$ cat config.mk
export PLATFORM = sky130hd
export DESIGN_NAME = ubds_div_chain
export DESIGN_NICKNAME = d
export VERILOG_FILES = /design/src/rtl/ubds_div_cell.sv /design/src/rtl/ubds_div_chain.sv
export SDC_FILE = /design/constraint.sdc
export NUM_CORES = 2
export LEC_CHECK = 0
export ABC_AREA = 0
export BUFFER_PORTS_ARGS = -buffer_cell sky130_fd_sc_hd__buf_4
export CAP_MARGIN = 30
export CORE_UTILIZATION = 30
export DETAILED_ROUTE_END_ITERATION = 10
export GPL_ROUTABILITY_DRIVEN = 0
export GPL_TIMING_DRIVEN = 0
export PLACE_DENSITY = 0.41
export SYNTH_ARGS = -nofsm -noshare
export SYNTH_HDL_FRONTEND = slang
export SYNTH_HIERARCHICAL = 1
export SYNTH_SLANG_ARGS = --single-unit
$ cat constraint.sdc
create_clock -name clk -period 3.7 [get_ports clk]
set_input_delay 0.37 -clock clk [delete_from_list [all_inputs] [get_ports clk]]
set_output_delay 0.37 -clock clk [all_outputs]
set_load 0.02 [all_outputs]
$ cat src/rtl/ubds_div_cell.sv
module ubds_div_cell #(
  parameter int NW = 28,
  parameter int DW = 31,
  parameter int SW = 1
) (
  input  logic          clk,
  input  logic          rst,
  input  logic          en,
  input  logic          valid_in,
  input  logic [DW-1:0] den_in,
  input  logic [DW-1:0] rem_in,
  input  logic [NW-1:0] num_in,
  input  logic [NW-1:0] quo_in,
  input  logic [SW-1:0] side_in,
  output logic          valid,
  output logic [DW-1:0] den,
  output logic [DW-1:0] rem,
  output logic [NW-1:0] num,
  output logic [NW-1:0] quo,
  output logic [SW-1:0] side
);

  logic [DW:0] trial;
  logic        ge;
  logic [DW:0] diff;

  assign trial = {rem_in, num_in[NW-1]};
  assign ge    = trial >= {1'b0, den_in};
  assign diff  = trial - {1'b0, den_in};

  always_ff @(posedge clk) begin
    if (rst) begin
      valid <= 1'b0;
    end else if (en) begin
      valid <= valid_in;
    end
  end

  always_ff @(posedge clk) begin
    if (en) begin
      den  <= den_in;
      rem  <= ge ? diff[DW-1:0] : trial[DW-1:0];
      num  <= {num_in[NW-2:0], 1'b0};
      quo  <= {quo_in[NW-2:0], ge};
      side <= side_in;
    end
  end

endmodule

$ cat src/rtl/ubds_div_chain.sv
module ubds_div_chain #(
  parameter int NW = 28,
  parameter int DW = 31,
  parameter int SW = 1
) (
  input  logic          clk,
  input  logic          rst,
  input  logic          en,
  input  logic          valid_in,
  input  logic [NW-1:0] num_in,
  input  logic [DW-1:0] den_in,
  input  logic [SW-1:0] side_in,
  output logic          valid,
  output logic [NW-1:0] quo,
  output logic [SW-1:0] side
);

  logic          v_a [NW+1];
  logic [DW-1:0] d_a [NW+1];
  logic [DW-1:0] r_a [NW+1];
  logic [NW-1:0] n_a [NW+1];
  logic [NW-1:0] q_a [NW+1];
  logic [SW-1:0] s_a [NW+1];

  assign v_a[0] = valid_in;
  assign d_a[0] = den_in;
  assign r_a[0] = '0;
  assign n_a[0] = num_in;
  assign q_a[0] = '0;
  assign s_a[0] = side_in;

  for (genvar i = 0; i < NW; i++) begin : g_cell
    ubds_div_cell #(.NW(NW), .DW(DW), .SW(SW)) u_cell (
      .clk      (clk),
      .rst      (rst),
      .en       (en),
      .valid_in (v_a[i]),
      .den_in   (d_a[i]),
      .rem_in   (r_a[i]),
      .num_in   (n_a[i]),
      .quo_in   (q_a[i]),
      .side_in  (s_a[i]),
      .valid    (v_a[i+1]),
      .den      (d_a[i+1]),
      .rem      (r_a[i+1]),
      .num      (n_a[i+1]),
      .quo      (q_a[i+1]),
      .side     (s_a[i+1])
    );
  end

  assign valid = v_a[NW];
  assign quo   = q_a[NW];
  assign side  = s_a[NW];

endmodule

After elaboration in Yosys (flattened, before gate mapping). Index checks and enable logic that the tools add are counted.

Register bits after elaboration: 2514. Bits of input ports: 64. Output and inout bits: 30. Logic and storage cells: 248.

Add/sub/neg operators: 27. $lt $le $gt $ge: 28. Multiplexer cells: 27.

Operators by type and width (count): 32-bit by 31-bit greater-or-equal comparator with 1-bit output (27); 31-bit two-way mux (26); 31-bit subtractor (26); 1-bit by 31-bit greater-or-equal comparator with 1-bit output (1); 1-bit by 31-bit subtractor with 31-bit output (1); 1-bit two-way mux (1).

Logic depth before layout (Yosys ltp).
Depth after elaboration: 2. Mapped depth: 13.

Modules after synthesis. Netlist, hierarchy kept.

By module, submodules not included: ubds_div_cell (g_cell[13].u_cell ...) (instances 19, cells each 448, area an instance 5684.2 um2, seq. area each 3563.4 um2); ubds_div_cell (g_cell[0].u_cell ...) (instances 8, cells each 466, area an instance 5878.1 um2, seq. area each 3563.4 um2); ubds_div_cell (g_cell[9].u_cell) (instances 1, cells each 466, area an instance 5734.2 um2, seq. area each 3563.4 um2); ubds_div_chain (instances 1, cells each 1, area an instance 3.8 um2, seq. area each 0.0 um2).

Worst setup path before layout. No wires, ideal clock.

Kind: register to register. Start: register g_cell[9].u_cell.den[0]. End: register g_cell[10].u_cell.rem[14], data pin. Arrival time: 2610 ps. Data required time: 3440 ps. Setup slack: 830 ps. Stages on the path, launching flop included: 11. Path buffers: 1. Period minus slack after synthesis: 2870 ps. Cells stage by stage: edfxtp_1 ha_1 fa_1 nand2b_1 a21oi_1 a211oi_2 o211ai_2 a2111oi_4 o31ai_4 buf_6 mux2_4.

Word-level cells in the longest chain between the ends: 2.

Ends and longest elaborated chain: start, declared (line ubds_div_cell.sv:16) `output logic [DW-1:0] den,`; start signal, assigned (line ubds_div_cell.sv:41) `den <= den_in;`; 31-bit subtractor / 32-bit by 31-bit greater-or-equal comparator with 1-bit output (equally long branches) (line ubds_div_cell.sv:29, ubds_div_cell.sv:28); 31-bit two-way mux (*) (line ubds_div_cell.sv:42) `rem <= ge ? diff[DW-1:0] : trial[DW-1:0];`; end signal, assigned (line ubds_div_cell.sv:42); end, declared (line ubds_div_cell.sv:17) `output logic [DW-1:0] rem,`.

Mark *: on every way between the ends. The rest lies on a longest branch, timed or not. A chain may end at the register's enable or synchronous reset.

Worst setup path after layout.
Start: register g_cell[12].u_cell.num[27]. End: register g_cell[13].u_cell.rem[0], data pin.

Word-level cells in the longest chain between the ends: 2.

Ends and longest elaborated chain: start, declared (line ubds_div_cell.sv:18) `output logic [NW-1:0] num,`; start signal, assigned (line ubds_div_cell.sv:43) `num <= {num_in[NW-2:0], 1'b0};`; 31-bit subtractor / 32-bit by 31-bit greater-or-equal comparator with 1-bit output (equally long branches) (line ubds_div_cell.sv:29, ubds_div_cell.sv:28); 31-bit two-way mux (*) (line ubds_div_cell.sv:42); end signal, assigned (line ubds_div_cell.sv:42); end, declared (line ubds_div_cell.sv:17).

Marks and branches as above.

==> flow_summary.json <==
{
  "nets": 13180,
  "clock-sinks": 2514,
  "track_usage": 0.1519,
  "final_util": 0.3472,
  "dpl.cell_count": 17730,
  "drive_gt1_frac": 0.08926,
  "io_pins": 94,
  "drv_slew": 0,
  "drt-pass1-iter-count": 6,
  "r2r_cells": 12,
  "fp.dieH_um": 672.0,
  "worstPathArrival_ns": 4.30,
  "critical_path_required_ns": 4.34,
  "slew_headroom": 0.1209,
  "power_per_cell_area_nw_per_um2": 939.1,
  "ff_latch_area_um2": 75210,
  "worst_setup_path_start_kind": "flop",
  "routed_wl_mm": 355.8,
  "r2r_start": "g_cell[12].u_cell/num[27]",
  "r2r_setup_slack_ns": 0.04,
  "hold_start": "en",
  "r2r_end": "g_cell[13].u_cell/rem[0]",
  "fin_crit_ns": 3.657,
  "min_to": "g_cell[0].u_cell/rem[11]",
  "hold_viol_final": 0,
  "hold_ws_ns": 0.1027,
  "io_buffer_count": 93,
  "grt_pass1_vias": 88850,
  "clk_pin_slew_ns": 0.06,
  "wire_per_inst_um": 19.34,
  "insertion_delay_ns": 0.93,
  "htree_levels": 5,
  "overflow": 0,
  "via_per_inst": 4.990,
  "fp-row-count": 245,
  "post-route-drc-count": 0,
  "leakage_uw": 0.06172,
  "fmax_mhz": 273.4,
  "coreArea_um2": 446000,
  "fin_cells": 18400,
  "multi_input_area_um2": 53890,
  "cap_violations": 0,
  "synth_area_um2": 134700,
  "dp_hpwl_mm": 265.1,
  "numCtsBuffers": 315,
  "yosys_warnings": 6,
  "endpoint_kind": "flop",
  "path_max_fanout": 10,
  "num_vias": 91790,
  "start_util": 0.3019,
  "postRouteAntennaNets": 0,
  "die_w_um": 672.0,
  "clock_skew_ns": 0.05359,
  "num-fill-cells": 43910,
  "worst_pin_slew_ns": 1.319,
  "root_buffer": "clkbuf_16",
  "dieArea_um2": 451600,
  "grt_max_degree": 188,
  "syn_area_per_cell_um2": 11.58,
  "drtIter0Drc": 8024,
  "cts_tree": "built",
  "setup_viol": 0,
  "status": "complete, no violations",
  "grt_first_pass_wirelength_mm": 537.6,
  "min_path_cells": 2,
  "max-vdd-ir-drop_mv": 0.3994,
  "finalCritPeriodShare": 0.9885,
  "area_delta_synth_final_pct": 14.98,
  "hp-class": "in2reg",
  "rsz0062_at_grt": "false",
  "cts_buffer_depth": 4,
  "worstSetupPathType": "reg2reg",
  "synthCells": 11630,
  "antenna_found_initial": 7
}
cells in the final DEF, fill, tap and decap left out, types with 100 or more instances in the layout:
master and count:
a211oi_1 167, a21o_1 407, a21oi_1 834, and2_1 110, buf_4 155, clkbuf_1 131
clkbuf_16 324, edfxtp_1 2486, ha_1 868, inv_1 1178, nand2_1 903, nand2b_1 101
nand3_1 264, nand4_1 109, nor2_1 596, nor2b_1 119, nor3_1 189, o211ai_1 100
o21a_1 169, o21ai_0 767, xnor2_1 340, xor2_1 289
worst max-delay path, stage by stage, from the launching register on:
cell and delay [ns]:
edfxtp_1 0.55, inv_1 0.08, ha_1 0.24, fa_1 0.42, nor2b_1 0.17, o31a_1 0.20
o21ba_2 0.18, o21ai_2 0.10, o221ai_2 0.42, o21ai_4 0.20, buf_6 0.20, buf_4 0.20
o21ai_0 0.42
how the worst max path moves through the flow:
| stage | startpoint | to | slack, ns | cells past startpoint |
|---|---|---|---|---|
| final | g_cell[12].u_cell/num[27] | g_cell[13].u_cell/rem[0] | 0.04 | 12 |
| after global routing | g_cell[7].u_cell/den[7] | g_cell[8].u_cell/rem[1] | 0.007 | 11 |
| after CTS | g_cell[21].u_cell/den[0] | g_cell[22].u_cell/rem[29] | 0.002 | 10 |
| after detailed placement | en | g_cell[3].u_cell/num[11] | -3.09 | 9 |
| after global placement | en | g_cell[7].u_cell/num[14] | -21.72 | 1 |
| after floorplan | g_cell[9].u_cell/den[0] | g_cell[10].u_cell/rem[14] | 0.83 | 10 |
timing repair:
action | 4_1_cts | 5_1_grt
hold buffers | 73 | 0
gates cloned | 8 | 0
hold endpoints to repair | 144 | 0
pin swaps | 3 | 7
endpoints found under the setup margin | 754 | 140
gates resized for setup | 4 | 13
buffers inserted | 5 | 11
metal layers:
| metal | global-route usage | part of all wire | up-vias |
|---|---|---|---|
| li1 | - | - | 44190 |
| met1 | 0.2119 | 0.46 | 44440 |
| met2 | 0.2399 | 0.45 | 2708 |
| met3 | 0.03309 | 0.068 | 451 |
| met4 | 0.03548 | 0.022 | 2 |
| met5 | 0 | 0.000037 | - |
power by group:
group	switching, uW	internal (uW)
Sequential	4110	41800
Clock	12300	17800
Combinational	43000	26400
through the flow:
stage | area (um2) | TNS (ns) | total power, uW | worst slack, ns
after global placement | 143000 | - | 115000 | -21.72
after global routing | 154800 | 0 | 155500 | 0.007076
after floorplan | 134900 | 0 | 93120 | 0.8301
final | 154800 | 0 | 145400 | 0.04260
after detailed placement | 143500 | -1743.01 | 114400 | -3.092
after CTS | 154600 | 0 | 146000 | 0.002114
cell type report:
type / count / area share
clock inverters: 173 / 0.01063
inverters: 1179 / 0.02860
multi-input cells: 7762 / 0.3480
well taps: 5928 / 0.04790
diodes: 10 / 0.0001616
clock buffers: 386 / 0.05406
plain buffers: 238 / 0.009413
repair buffers: 206 / 0.01551
flip-flops and latches: 2514 / 0.4857
sequential cells by signal (all words and copies together), names as in the netlist:
signal and flops:
g_cell.u_cell/rem 837, g_cell.u_cell/side 28, g_cell.u_cell/quo 406, g_cell.u_cell/num 378, g_cell.u_cell/den 837, g_cell.u_cell/valid 28
(Power assumes the default switching activity.)
